## src/hw/rtl/assert_macros.svh

```systemverilog
// assertion macros shared by the rtl of the quaternion to euler block
// no dependencies; the bodies are empty when SYNTHESIS is defined
`ifndef ASSERT_MACROS_SVH
`define ASSERT_MACROS_SVH

`ifndef SYNTHESIS
// cond must hold at every clock edge outside reset
`define QTE_ASSERT_ALWAYS(label, clk, rst, cond) \
   label: assert property (@(posedge clk) disable iff (rst) (cond)) \
      else $error("assertion failed");
// cons must hold whenever ante holds
`define QTE_ASSERT_IMPLIES(label, clk, rst, ante, cons) \
   label: assert property (@(posedge clk) disable iff (rst) (ante) |-> (cons)) \
      else $error("assertion failed");
`else
`define QTE_ASSERT_ALWAYS(label, clk, rst, cond)
`define QTE_ASSERT_IMPLIES(label, clk, rst, ante, cons)
`endif

`endif

```

## src/hw/rtl/qte_sqrt.sv

```systemverilog
// pipelined integer square root, one root bit per stage, floor result
// depends on nothing but its parameter
module qte_sqrt #(
   parameter int ROOT_W = 15
) (
   input  logic                  clock,
   input  logic                  en,
   input  logic [2*ROOT_W-2:0]   rad,
   output logic [ROOT_W-1:0]     root
);
   localparam int RW = 2 * ROOT_W - 1;
   localparam int TW = RW + 1;

   logic [RW-1:0]     rem_ff  [0:ROOT_W];
   logic [ROOT_W-1:0] root_ff [0:ROOT_W];

   assign rem_ff[0] = rad;
   assign root_ff[0] = '0;

   // stage k decides root bit ROOT_W-1-k
   for (genvar k = 0; k < ROOT_W; k++) begin : g_stage
      localparam int B = ROOT_W - 1 - k;
      logic [TW-1:0]     trial;
      logic [RW-1:0]     rem_in;
      logic [ROOT_W-1:0] root_in;

      always_comb begin
         trial = (TW'(root_ff[k]) << (B + 1)) + (TW'(1) << (2 * B));
         if (TW'(rem_ff[k]) >= trial) begin
            rem_in = RW'(TW'(rem_ff[k]) - trial);
            root_in = root_ff[k] | (ROOT_W'(1) << B);
         end else begin
            rem_in = rem_ff[k];
            root_in = root_ff[k];
         end
      end

      always_ff @(posedge clock) begin
         if (en) begin
            rem_ff[k+1] <= rem_in;
            root_ff[k+1] <= root_in;
         end
      end
   end

   assign root = root_ff[ROOT_W];

endmodule

```

## config.mk

```make
export PLATFORM = sky130hd
export DESIGN_NAME = qte_sqrt
export DESIGN_NICKNAME = d
export VERILOG_FILES = /design/src/hw/rtl/assert_macros.svh /design/src/hw/rtl/qte_sqrt.sv
export SDC_FILE = /design/constraint.sdc
export NUM_CORES = 1
export LEC_CHECK = 0
export BUFFER_PORTS_ARGS = -buffer_cell sky130_fd_sc_hd__buf_2
export CORE_MARGIN = 2
export CORE_UTILIZATION = 45
export DETAILED_ROUTE_END_ITERATION = 10
export GPL_TIMING_DRIVEN = 1
export PLACE_DENSITY = 0.6
export SETUP_SLACK_MARGIN = 0.4
export SLEW_MARGIN = 20
export SYNTH_ARGS = -nofsm -noshare
export SYNTH_HDL_FRONTEND = slang
export SYNTH_SLANG_ARGS = --single-unit
export TNS_END_PERCENT = 1
```

## constraint.sdc

```tcl
create_clock -name clock -period 9.1 [get_ports clock]
set_input_delay 0.455 -clock clock [delete_from_list [all_inputs] [get_ports clock]]
set_output_delay 0.455 -clock clock [all_outputs]
set_load 0.1 [all_outputs]
```

==> impl_metrics.toml, run 1 <==
[outcome]
status = "finished clean"

[setup_path]
cp-start-kind = "flip-flop"
cp_num_buf_inv = 0
regToRegStartpoint = "rem_ff[187]$_DFFE_PP_"
worstPathRequired_ns = 9.44
cp_max_fo = 20
cpPeakStageDelay_ns = 0.68
ff2ff_path_depth = 8
crit_type = "reg -> reg"
worst_setup_path_end_kind = "flip-flop"
path_delay_family = "compound AO/OA/AOI/OAI gates"
arrival_ns = 3.81
crit_chain = "ha_1 -> o21ai_0 -> a221oi_1 -> a2111oi_0 -> o31a_1 -> or3_1 -> a311oi_1 -> xor2_1"
slowest_stage = "o31a_1"
timing.rr.end = "rem_ff[173]$_DFFE_PP_"
rrSetupSlack_ns = 5.63

[drt]
postRouteAntennaNets = 0
initialDrtViolationCount = 706
wl_per_cell_um = 17.3
drc = 0
wirelength_mm = 46.9
viasPerCell = 5.31
vias = 14400
dr.pass1.iters = 5

[synthesis]
synth_seq_cells = 526
synthArstFlopShare_pct = 0
seq_area_frac_synth_pct = 64.4
synth_area_leaders = "edfxtp_1 64%, ha_1 6.7%, inv_1 2.7%"
synth.avg_cell_area_um2 = 13.1
synth_top_area_share_pct = 64.4
synth.largest_area_cell = "edfxtp_1"
synthTopCellsByCount = "526 x edfxtp_1, 175 x inv_1, 131 x ha_1, 107 x nand2_1, 106 x nor2_1"
ys_warn_count = 0
synth-main-ff-cell = "edfxtp_1"
syn_nets = 2030
ys_types = 72
synth_edf_count = 526
postSynthCellCount = 1867
synth.cell_area_mm2 = 0.0245
synth_most_common_cell = "edfxtp_1"

[clock_tree]
root_buffer = "clkbuf_16"
cts_resized = 0
tritoncts = "yes"
clock_latency_ns = 0.63
cts_buffers = 54
clk_pin_slew_ns = 0.06
clkSinkCount = 526
h-tree-depth = 2
hold_buffers = 29
clk_path_buf_depth = 3
postCtsSetupBuffers = 0

[final_layout]
design_area_mm2 = 0.0277
drive_gt1_share_pct = 7.77
final_cells = 2716
fin_util_pct = 51.5
nets = 2142
num_antenna_cells = 0
syn2layout_area_growth_pct = 13.0

[power_and_ir_drop]
power.total_mw = 6.69
p_leak_nw = 10.4
p_per_area_mw_per_mm2 = 241
irDropWorstVdd_uv = 200

[timing]
tightestPinTransition_ns = 1.17
whs_ns = 0.434
slew_viol_final = 0
skew_ns = 0.0312
maxSlewHeadroom_pct = 21.7
rsz0062_at_grt = "false"
finalHoldViolCount = 0
fin_tns_setup_ns = 0
max_freq_ghz = 0.288
finalCritPeriodShare_pct = 38.1
report.final.setup_viol = 0
finalWorstSetupSlack_ns = 5.63
fin_crit_ns = 3.47

[place]
dp.cells = 2589
gp_congestion = 0.855
place_area_mm2 = 0.0256
place_ws_ns = 5.76
dp_hpwl_mm = 33.8
port_buffers = 45

[die]
dieArea_mm2 = 0.0564
die_x_um = 238
die_y_um = 238
initial_utilization_pct = 45.6
ioPinCount = 46
rows = 85
core_area_mm2 = 0.0538

[grt]
grt_pass1_wl_mm = 75.8
grt_max_degree = 180
antenna_found_initial = 0
grt_pass1_vias = 15100
grt_overflow_total = 0
grt_usage_pct = 17.0

[hold_path]
hold_class = "reg -> reg"
holdPathEnd = "rem_ff[60]$_DFFE_PP_"
hold_path_depth = 0
min_from = "rem_ff[89]$_DFFE_PP_"

[job]
maxCapViolCount = 0
## worst register-to-register path, stage by stage (launching register included)
cell,delay (ns)
edfxtp_1,0.40
ha_1,0.36
o21ai_0,0.33
a221oi_1,0.23
a2111oi_0,0.64
o31a_1,0.68
or3_1,0.29
a311oi_1,0.08
xor2_1,0.17
## final cells by class
class | instances | area, um2
sequential | 526 | 15800
clock inverter | 25 | 355
multi-input combinational | 1136 | 7980
tap | 696 | 871
fill | 4516 | 26100
timing repair buffer | 86 | 648
clock buffer | 72 | 1420
inverter | 175 | 657
## kinds of logic after synthesis
group	share of synthesized area [%]
XOR/XNOR	5.21
buffers and inverters	3.23
adder cells (fa/ha/maj)	6.76
AO/OA/AOI/OAI	8.87
multiplexers	1.10
AND/OR/NAND/NOR	10.4
flip-flops	64.4
other	0.0153
## flip-flops by register name, summed over array words and instances, names as in the netlist
name     count
root_ff    105
root        15
rem_ff     406
## cell usage in the layout, fill, tap and decap left out, types with 44 or more instances in the layout
| cell | count |
|---|---|
| nor4_1 | 62 |
| ha_1 | 131 |
| buf_2 | 44 |
| clkbuf_16 | 54 |
| nand2_1 | 107 |
| o21ai_0 | 95 |
| xor2_1 | 75 |
| inv_1 | 175 |
| edfxtp_1 | 526 |
| nor2_1 | 106 |
| xnor2_1 | 71 |
| a21oi_1 | 82 |
## power by group
part | switching [mW] | internal, mW
clock network | 0.916 | 1.30
registers | 0.218 | 3.09
logic | 0.657 | 0.509
## per-layer routing
metal	GRT usage (%)	part of all wire [%]	vias to the layer above
met5	0	0	-
met4	7.87	4.1	0
met3	2.49	2.8	117
met2	34.4	57	249
met1	16.6	36	6860
li1	-	-	7192
## how the worst max path moves through the flow
stage,from,end,slack (ns),depth (start not counted)
CTS,rem_ff[187]$_DFFE_PP_,rem_ff[173]$_DFFE_PP_,5.70,8
floorplan,rem_ff[159]$_DFFE_PP_,rem_ff[144]$_DFFE_PP_,6.16,9
detailed placement,rem_ff[187]$_DFFE_PP_,rem_ff[173]$_DFFE_PP_,5.76,8
global route,rem_ff[187]$_DFFE_PP_,rem_ff[169]$_DFFE_PP_,5.46,8
global placement,rem_ff[262]$_DFFE_PP_,rem_ff[260]$_DFFE_PP_,5.67,6
finish,rem_ff[187]$_DFFE_PP_,rem_ff[173]$_DFFE_PP_,5.63,8
(Power assumes the default switching activity.)
==> run 2, diff against run 1 <==
Clock period 9.1 ns to 3.53 ns, I/O delays scaled along.
==> run 2 against run 1 <==
Compared with the run above:
- critical path depth unchanged
- die area unchanged
- worst setup slack worse by 5.2 ns
- clock skew down 0.0093 ns
- non-clock buffer count up 18
- sequential power rose to 2.6 times the previous value
- count of clock-buffer cells in the layout down 10
- largest power group unchanged
- sequential share of layout area down 0.27 points
- maximum frequency up 13%
- core utilization up 0.25 points
- hold slack worse by 0.36 ns
- design area up 0.48%
==> impl_metrics.toml, run 2 (synthesis gave the netlist of run 1 again) <==
[final_layout]
drive_gt1_share_pct = 8.99
mostFrequentLayoutCells = "526 x edfxtp_1, 175 x inv_1, 131 x ha_1, 107 x nand2_1, 106 x nor2_1"
final_cells = 2732
nets = 2161
regMostFlops = "rem_ff"
num_antenna_cells = 0
largest_register_ffs = 406
syn2layout_area_growth_pct = 13.5
layout_commonest_cell = "edfxtp_1"
design_area_mm2 = 0.0279
fillers = 4483
fin_util_pct = 51.8

[power_and_ir_drop]
p_comb_share_pct = 17.9
p_per_area_mw_per_mm2 = 615
switchingPower_mw = 4.63
irDropWorstVdd_uv = 460
swShare_pct = 27.0
cell_internal_pwr_mw = 12.5
p_leak_nw = 10.5
power.total_mw = 17.1
pwr-share-seq_pct = 49.8
pwr-share-clk_pct = 32.3

[grt]
grt_overflow_total = 0
grt_pass1_vias = 15100
antenna_found_initial = 0
grt_usage_pct = 17.3
grt_pass1_wl_mm = 77.0
grt_max_degree = 111

[timing]
finalCritPeriodShare_pct = 87.1
finalHoldViolCount = 0
maxSlewHeadroom_pct = 47.6
finalWorstSetupSlack_ns = 0.456
skew_ns = 0.0219
whs_ns = 0.0728
max_freq_ghz = 0.325
rsz0062_at_grt = "true"
fin_crit_ns = 3.07
slew_viol_final = 0
report.final.setup_viol = 0
fin_tns_setup_ns = 0
tightestPinTransition_ns = 0.778

[place]
dp_hpwl_mm = 35.0
gp_congestion = 0.884
place_area_mm2 = 0.0258
port_buffers = 45
dp.cells = 2606
place_ws_ns = 0.294

[clock_tree]
tritoncts = "yes"
clk_path_buf_depth = 3
clkSinkCount = 526
clock_latency_ns = 0.61
cts_buffers = 55
clk_pin_slew_ns = 0.06
h-tree-depth = 2
root_buffer = "clkbuf_16"

[drt]
wl_per_cell_um = 17.6
postRouteAntennaNets = 0
wirelength_mm = 48.2
dr.pass1.iters = 5
vias = 14600
initialDrtViolationCount = 727
viasPerCell = 5.34
drc = 0

[outcome]
status = "finished clean"

[setup_path]
crit_type = "reg -> reg"
worst_setup_path_end_kind = "flip-flop"
cp_max_fo = 8
arrival_ns = 3.39
cp-start-kind = "flip-flop"
worstPathRequired_ns = 3.85

[die]
rows = 85
die_x_um = 238
core_area_mm2 = 0.0538
dieArea_mm2 = 0.0564
ioPinCount = 46
initial_utilization_pct = 45.6
die_y_um = 238

[hold_path]
hold_class = "in -> reg"

[job]
maxCapViolCount = 0
[run 2: cell count changes in the layout (fill, tap and decap cells not counted), moves of 2 or more]
| cell | previous run | this run |
|---|---|---|
| clkinv_2 | 4 | 10 |
| buf_4 | 10 | 25 |
| buf_12 | 1 | 5 |
| bufinv_16 | 7 | 5 |
| clkbuf_1 | 18 | 7 |
| clkinv_1 | 10 | 13 |
[run 2: worst paths after layout]
check,start,to,slack (ns),cells after the start
max,rem_ff[107]$_DFFE_PP_,rem_ff[79]$_DFFE_PP_,0.46,8
min,en,rem_ff[256]$_DFFE_PP_,0.07,1
max reg2reg,rem_ff[107]$_DFFE_PP_,rem_ff[79]$_DFFE_PP_,0.46,8
min reg2reg,rem_ff[272]$_DFFE_PP_,rem_ff[243]$_DFFE_PP_,0.43,0
[run 2: power groups by stage]
stage	Sequential [mW]	Clock [mW]	Combinational [mW]
floorplan	8.47	0	2.23
global placement	8.65	0	2.94
detailed placement	8.67	0	3.02
CTS	8.54	5.71	3.06
global route	8.63	5.93	3.44
finish	8.54	5.54	3.06
[run 2: area by class of cell]
type	count	area [um2]	share of cell area, %
flip-flops and latches	526	15800	56.7
multi-input cells	1136	8000	28.7
clock buffers	62	1400	5.03
well taps	696	871	3.13
repair buffers	104	813	2.92
inverters	175	657	2.36
clock inverters	33	319	1.15
[run 2: routing by layer]
| layer | track usage, % | vias up | routed length [um] |
|---|---|---|---|
| li1 | - | 7237 | - |
| met1 | 17.1 | 7041 | 17700 |
| met2 | 35.7 | 218 | 27800 |
| met3 | 2.21 | 94 | 1130 |
| met4 | 7.07 | 0 | 1650 |
| met5 | 0 | - | 0 |
[run 2: worst max-delay path: stages, from the launching register on]
cell      delay, ns
edfxtp_1       0.41
or3_4          0.44
or4_4          0.44
or4_1          0.43
or2_1          0.27
nor4_4         0.35
buf_4          0.22
nor4_1         0.07
xor2_1         0.17
[run 2: what timing repair did]
item,in CTS,in global routing
pin swaps,0,2
gates resized for setup,1,5
endpoints found under the setup margin,6,42
setup buffers,0,2
hold buffers,29,0
endpoints found under the hold margin,29,0
