==> src/hw/rtl/assert_macros.svh <==
// assertion macros shared by the rtl of the quaternion to euler block
// no dependencies; the bodies are empty when SYNTHESIS is defined
`ifndef ASSERT_MACROS_SVH
`define ASSERT_MACROS_SVH

`ifndef SYNTHESIS
// cond must hold at every clock edge outside reset
`define QTE_ASSERT_ALWAYS(label, clk, rst, cond) \
   label: assert property (@(posedge clk) disable iff (rst) (cond)) \
      else $error("assertion failed");
// cons must hold whenever ante holds
`define QTE_ASSERT_IMPLIES(label, clk, rst, ante, cons) \
   label: assert property (@(posedge clk) disable iff (rst) (ante) |-> (cons)) \
      else $error("assertion failed");
`else
`define QTE_ASSERT_ALWAYS(label, clk, rst, cond)
`define QTE_ASSERT_IMPLIES(label, clk, rst, ante, cons)
`endif

`endif

==> src/hw/rtl/qte_pkg.sv <==
// constants, types and the arctangent table of the quaternion to euler block
// no dependencies
package qte_pkg;

   localparam int PROD_FRAC = 28;
   localparam int ANG_W = 28;
   localparam int ATAN_LEN = 24;
   localparam int ANGLE_W = 16;
   localparam int PITCH_W = 15;
   localparam logic signed [ANG_W-1:0] HALF_PI_Q24 = 28'sd26353589;
   localparam logic signed [ANGLE_W-1:0] PI_Q13 = 16'sd25736;
   localparam logic signed [ANGLE_W-1:0] HALF_PI_Q13 = 16'sd12868;

   typedef struct packed {
      logic signed [ANGLE_W-1:0] yaw;
      logic signed [PITCH_W-1:0] pitch;
      logic signed [ANGLE_W-1:0] roll;
      logic                      sat;
   } rsp_type;

   // atan(2^-i) in q.24
   function automatic logic signed [ANG_W-1:0] atan_q24(input int i);
      logic signed [ANG_W-1:0] v;
      case (i)
         0: v = 28'sd13176795;
         1: v = 28'sd7778716;
         2: v = 28'sd4110060;
         3: v = 28'sd2086331;
         4: v = 28'sd1047214;
         5: v = 28'sd524117;
         6: v = 28'sd262123;
         7: v = 28'sd131069;
         8: v = 28'sd65536;
         9: v = 28'sd32768;
         10: v = 28'sd16384;
         11: v = 28'sd8192;
         12: v = 28'sd4096;
         13: v = 28'sd2048;
         14: v = 28'sd1024;
         15: v = 28'sd512;
         16: v = 28'sd256;
         17: v = 28'sd128;
         18: v = 28'sd64;
         19: v = 28'sd32;
         20: v = 28'sd16;
         21: v = 28'sd8;
         22: v = 28'sd4;
         23: v = 28'sd2;
         default: v = '0;
      endcase
      return v;
   endfunction

endpackage

==> src/hw/rtl/qte_cordic.sv <==
// pipelined cordic in vectoring mode: atan2(y, x) in q3.13, clamped to +-pi
// depends on qte_pkg for the angle table
module qte_cordic #(
   parameter int DW = 22,
   parameter int STAGES = 16
) (
   input  logic                                clock,
   input  logic                                en,
   input  logic signed [DW-1:0]                x,
   input  logic signed [DW-1:0]                y,
   output logic signed [qte_pkg::ANGLE_W-1:0]  angle
);
   import qte_pkg::*;

   localparam int N = (STAGES > ATAN_LEN) ? ATAN_LEN : STAGES;
   localparam int QW = ANG_W - 11;

   logic signed [DW-1:0]    x_ff [0:N];
   logic signed [DW-1:0]    y_ff [0:N];
   logic signed [ANG_W-1:0] z_ff [0:N];
   logic                    zero_ff [0:N];
   logic signed [ANGLE_W-1:0] angle_ff;

   // quadrant turn for left half plane, zero vector flag
   always_ff @(posedge clock) begin
      if (en) begin
         zero_ff[0] <= (x == '0) && (y == '0);
         if (x < 0) begin
            if (y >= 0) begin
               x_ff[0] <= y;
               y_ff[0] <= -x;
               z_ff[0] <= HALF_PI_Q24;
            end else begin
               x_ff[0] <= -y;
               y_ff[0] <= x;
               z_ff[0] <= -HALF_PI_Q24;
            end
         end else begin
            x_ff[0] <= x;
            y_ff[0] <= y;
            z_ff[0] <= '0;
         end
      end
   end

   // one micro rotation per stage
   for (genvar i = 0; i < N; i++) begin : g_iter
      localparam logic signed [ANG_W-1:0] ANG = atan_q24(i);
      always_ff @(posedge clock) begin
         if (en) begin
            zero_ff[i+1] <= zero_ff[i];
            if (y_ff[i] >= 0) begin
               x_ff[i+1] <= x_ff[i] + (y_ff[i] >>> i);
               y_ff[i+1] <= y_ff[i] - (x_ff[i] >>> i);
               z_ff[i+1] <= z_ff[i] + ANG;
            end else begin
               x_ff[i+1] <= x_ff[i] - (y_ff[i] >>> i);
               y_ff[i+1] <= y_ff[i] + (x_ff[i] >>> i);
               z_ff[i+1] <= z_ff[i] - ANG;
            end
         end
      end
   end

   // round q.24 to q3.13 and clamp
   logic signed [ANG_W-1:0] z_rnd;
   logic signed [QW-1:0]    q;
   logic signed [ANGLE_W-1:0] angle_in;

   always_comb begin
      z_rnd = z_ff[N] + ANG_W'(1024);
      q = QW'(z_rnd >>> 11);
      if (zero_ff[N]) begin
         angle_in = '0;
      end else if (q > QW'(PI_Q13)) begin
         angle_in = PI_Q13;
      end else if (q < -QW'(PI_Q13)) begin
         angle_in = -PI_Q13;
      end else begin
         angle_in = ANGLE_W'(q);
      end
   end

   always_ff @(posedge clock) begin
      if (en) begin
         angle_ff <= angle_in;
      end
   end

   assign angle = angle_ff;

endmodule

==> config.mk <==
export PLATFORM = sky130hd
export DESIGN_NAME = qte_cordic
export DESIGN_NICKNAME = d
export VERILOG_FILES = /design/src/hw/rtl/assert_macros.svh /design/src/hw/rtl/qte_pkg.sv /design/src/hw/rtl/qte_cordic.sv
export SDC_FILE = /design/constraint.sdc
export NUM_CORES = 2
export LEC_CHECK = 0
export BUFFER_PORTS_ARGS = -buffer_cell sky130_fd_sc_hd__buf_2
export CAP_MARGIN = 20
export CORE_MARGIN = 2
export CORE_UTILIZATION = 64
export DETAILED_ROUTE_END_ITERATION = 7
export PLACE_DENSITY = 0.83
export REMOVE_ABC_BUFFERS = 1
export SLEW_MARGIN = 5
export SYNTH_ARGS = -nofsm -noshare
export SYNTH_HDL_FRONTEND = slang
export SYNTH_SLANG_ARGS = --single-unit
export TNS_END_PERCENT = 5
==> constraint.sdc <==
create_clock -name clock -period 6.25 [get_ports clock]
set_input_delay 0 -clock clock [delete_from_list [all_inputs] [get_ports clock]]
set_output_delay 0 -clock clock [all_outputs]
set_load 0.005 [all_outputs]
==> key figures <==
Timing
  • Final setup violation count: 0
  • Final clock period utilization by the worst path: 0.800
  • Relative slew slack: 0.211
  • Setup Total Neg Slack: 0 ns
  • Transition time at the pin with the least slew margin: 1.17 ns
  • Final worst path period need: between 4 and 5 ns
  • Achievable clock frequency: between 200 and 250 MHz
  • Number of hold violations in the final report: 0
  • RSZ-0062 raised after global routing: false
  • Worst setup margin: approximately 1.3 ns
  • Number of max-slew violations in the final report: 0
  • Post-route clock skew: roughly 0.049 ns

Floorplanning
  • Overall die area: around 0.13 mm²
  • Io pins: slightly above 60
  • Height of the chip: 365 µm
  • Horizontal die dimension: 365 µm
  • Core area: 0.129 mm²
  • FP Rows: ~130
  • Starting Density: 0.644

Route
  • Via-per-instance ratio: 6.15
  • Antenna-violating nets left: 0
  • Routed wire length on met2: approximately 100,000 µm
  • Met1 routed wirelength after detailed routing: 75,700 µm
  • Number of violations reported at the end of detailed-routing iteration 0: approximately 4,800
  • Routed vias: between 60,000 and 70,000
  • Number of iterations in the first detailed-routing pass: 6
  • Routed WL: about 200,000 µm
  • Amount of wire on met3 after detailed routing: about 8800 µm
  • Top routing layer in use: met5
  • Detail-routed net length per standard cell: around 18 µm
  • Number of remaining DRC errors: 0

CTS
  • Number of hold buffers added after CTS: 80
  • TritonCTS clock tree: yes
  • Max clock buf depth: 3
  • CTS Sinks: about 1,000
  • Clock insertion delay at the later pin of the skew report: ~0.75 ns
  • Root buf cell: sky130_fd_sc_hd__clkbuf_16
  • TritonCTS buffer count: roughly 120
  • Number of buffers inserted by post-CTS setup repair: 0
  • Clock slew at the register clock pins of the worst setup and hold paths: 0.06 ns
  • Resized Gates After CTS: 0
  • H-Tree Level Count: 3

Logic synthesis
  • Sequential share of the synthesized area: 0.378
  • Avg Synthesized Cell Area: between 9 and 10 µm²
  • Biggest area consumer among synthesized cells: sky130_fd_sc_hd__edfxtp_1
  • Total of flip-flops plus latches after synthesis: 1,048
  • Area of the mapped netlist: about 0.083 mm²
  • Combinational family with the most area after synthesis: compound AO/OA/AOI/OAI gates
  • Number of warnings printed during yosys synthesis: 0
  • Top cells by area in the synthesized netlist: sky130_fd_sc_hd__edfxtp_1, sky130_fd_sc_hd__ha_1, sky130_fd_sc_hd__xnor2_1, sky130_fd_sc_hd__a21oi_1, sky130_fd_sc_hd__xor2_1
  • Compound-gate portion of the synthesized area: 0.174
  • Number of instances in the synthesized netlist: between 8,000 and 9,000
  • Proportion of synthesized area in mux cells: 0.00681
  • Parity-gate share of the synthesized area counting xor and xnor cells: 0.127
  • Number of flops mapped to enable cells by yosys: between 1,000 and 1,500
  • Async set or reset register ratio after synthesis: 0
  • Area fraction in and, or, nand and nor cells after synthesis: 0.147
  • Yosys cell types: 95
  • Prevailing post-synth register cell: sky130_fd_sc_hd__edfxtp_1
  • Adder-cell share of the synthesized area: 0.136
  • Area share of the largest cell type after synthesis: 0.378

Run
  • Count of max-cap constraint violations: 0

Placed design
  • Cell area reported after detailed placement: approximately 0.085 mm²
  • Dpl ws: ~1.4 ns
  • Number of buffers inserted by port buffering: between 60 and 70
  • Routability Congestion: between 0.9 and 1
  • Placed insts: approximately 10,000
  • Total half-perimeter wirelength after legalization and detailed placement: 152,000 µm

Finish
  • Share of final-layout standard cells stronger than drive strength 1: 0.0478
  • Final cell count without fillers: around 11,000
  • Net count, final: 9,739
  • Most frequent cells in the layout: sky130_fd_sc_hd__edfxtp_1, sky130_fd_sc_hd__xnor2_1, sky130_fd_sc_hd__ha_1
  • Area Overhead vs Synth: 8.14%
  • Most common cell after layout, fill and taps aside: sky130_fd_sc_hd__edfxtp_1
  • Area of all placed cells without fillers: 0.0900 mm²
  • Count of filler cells inserted in the layout: 9,634

Critical path
  • Buffers and inverters on the worst path: 1
  • Startpoint kind of the worst setup timing path: flop
  • Max incr delay on CP: 0.58 ns
  • Critical path's top delay family: compound AO/OA/AOI/OAI gates
  • Ordered list of cells on the worst path: nand2_1 > clkinv_1 > nor2_1 > xnor2_1 > ha_1 > o21a_1 > o31a_1 > o41ai_1 > a21oi_1 > a221oi_1 > a21oi_1 > a41o_1 > nor2_1 > a21oi_1 > xnor2_1
  • Dominant cell type by count on the critical path: sky130_fd_sc_hd__a21oi_1
  • Maximum fanout along the worst path: 15
  • Kind of critical path: flop to flop
  • Req. time, crit path: between 6 and 7 ns
  • Sort of element at the end of the critical path: flop
  • Slowest CP cell: sky130_fd_sc_hd__edfxtp_1
  • Data arrival time of the critical path: ~5.5 ns

GRT
  • Total congestion overflow: 0
  • Number of global-route vias before repair: 63,600
  • Pin count of the biggest net entering global routing: just over 80
  • Antenna violations before repair: 9
  • First-pass GRT wire length: 313,000 µm
  • All-Layer GR Usage: 0.289

Run status
  • Result of the run: finished, final reports clean

Hold path
  • Path class of the lowest-slack min-delay path: primary input to flop
[area by class of cell]
cell class	count	area (µm²)	share of cell area
sequential	1048	31500	0.350
antenna	6	15.0	0.000167
clock inverter	81	826	0.00917
inverter	456	1710	0.0190
tap	1742	2180	0.0242
timing repair buffer	200	1560	0.0173
clock buffer	139	3100	0.0344
multi-input combinational	6993	49200	0.546
[cell families after synthesis]
group                    Yosys count
buffers and inverters            688
adder cells (fa/ha/maj)          885
XOR/XNOR                        1205
flip-flops                      1048
AO/OA/AOI/OAI                   2298
AND/OR/NAND/NOR                 2550
multiplexers                      55
[worst reg2reg max path, cell delays in order, from the launching register on]
cell                       delay (ns)
sky130_fd_sc_hd__edfxtp_1        0.58
sky130_fd_sc_hd__nand2_1         0.55
sky130_fd_sc_hd__clkinv_1        0.44
sky130_fd_sc_hd__nor2_1          0.22
sky130_fd_sc_hd__xnor2_1         0.14
sky130_fd_sc_hd__ha_1            0.29
sky130_fd_sc_hd__o21a_1          0.19
sky130_fd_sc_hd__o31a_1          0.13
sky130_fd_sc_hd__o41ai_1         0.58
sky130_fd_sc_hd__a21oi_1         0.30
sky130_fd_sc_hd__a221oi_1        0.50
sky130_fd_sc_hd__a21oi_1         0.16
sky130_fd_sc_hd__a41o_1          0.28
sky130_fd_sc_hd__nor2_1          0.15
sky130_fd_sc_hd__a21oi_1         0.10
sky130_fd_sc_hd__xnor2_1         0.13
[per-layer routing]
layer	global-route usage	up-vias
met5	0	-
met4	0.162	6
met3	0.0390	660
met2	0.534	1943
met1	0.319	30800
li1	-	32200
[registers in the layout, summed over array words and instances, names as in the netlist]
| register | cells |
|---|---|
| x_ff | 316 |
| zero_ff | 17 |
| z_ff | 369 |
| y_ff | 330 |
| angle | 16 |
[through the flow]
step                       util  hold slack [ns]
after floorplan               -            0.112
after global placement    0.660            0.378
after detailed placement  0.660            0.382
after CTS                 0.696            0.188
after global routing      0.696            0.240
final                     0.696            0.237
[final timing paths]
kind	end	startpoint	cells after the start	slack (ns)
setup / recovery	x_ff[13][21]	y_ff[12][21]	15	1.25
hold / removal	y_ff[0][14]	y[14]	4	0.24
setup reg to reg	x_ff[13][21]	y_ff[12][21]	15	1.25
hold reg to reg	z_ff[12][12]	z_ff[11][12]	0	0.41
[synthesized netlist by cell type (35+ instances only)]
| cell type | number |
|---|---|
| sky130_fd_sc_hd__buf_1 | 37 |
| sky130_fd_sc_hd__o21ai_0 | 527 |
| sky130_fd_sc_hd__a31oi_1 | 82 |
| sky130_fd_sc_hd__nor2_1 | 789 |
| sky130_fd_sc_hd__o211ai_1 | 48 |
| sky130_fd_sc_hd__o21bai_1 | 60 |
| sky130_fd_sc_hd__nand2b_1 | 136 |
| sky130_fd_sc_hd__a21oi_1 | 738 |
| sky130_fd_sc_hd__ha_1 | 841 |
| sky130_fd_sc_hd__nor3_1 | 297 |
| sky130_fd_sc_hd__o21a_1 | 108 |
| sky130_fd_sc_hd__mux2i_1 | 42 |
| sky130_fd_sc_hd__xnor2_1 | 850 |
| sky130_fd_sc_hd__nand2_1 | 522 |
| sky130_fd_sc_hd__xor2_1 | 355 |
| sky130_fd_sc_hd__a21boi_0 | 58 |
| sky130_fd_sc_hd__or3_1 | 111 |
| sky130_fd_sc_hd__clkbuf_1 | 174 |
| sky130_fd_sc_hd__o31ai_1 | 103 |
| sky130_fd_sc_hd__edfxtp_1 | 1048 |
| sky130_fd_sc_hd__and3_1 | 84 |
| sky130_fd_sc_hd__nor2b_1 | 111 |
| sky130_fd_sc_hd__nor4_1 | 67 |
| sky130_fd_sc_hd__a21o_1 | 154 |
| sky130_fd_sc_hd__fa_1 | 35 |
| sky130_fd_sc_hd__o41ai_1 | 65 |
| sky130_fd_sc_hd__nand3_1 | 183 |
| sky130_fd_sc_hd__and2_1 | 59 |
| sky130_fd_sc_hd__or2_2 | 45 |
| sky130_fd_sc_hd__a211oi_1 | 61 |
| sky130_fd_sc_hd__inv_1 | 443 |
Power is not shown: default switching activity piles up to over one toggle a cycle in this logic, so the estimate is an artifact.
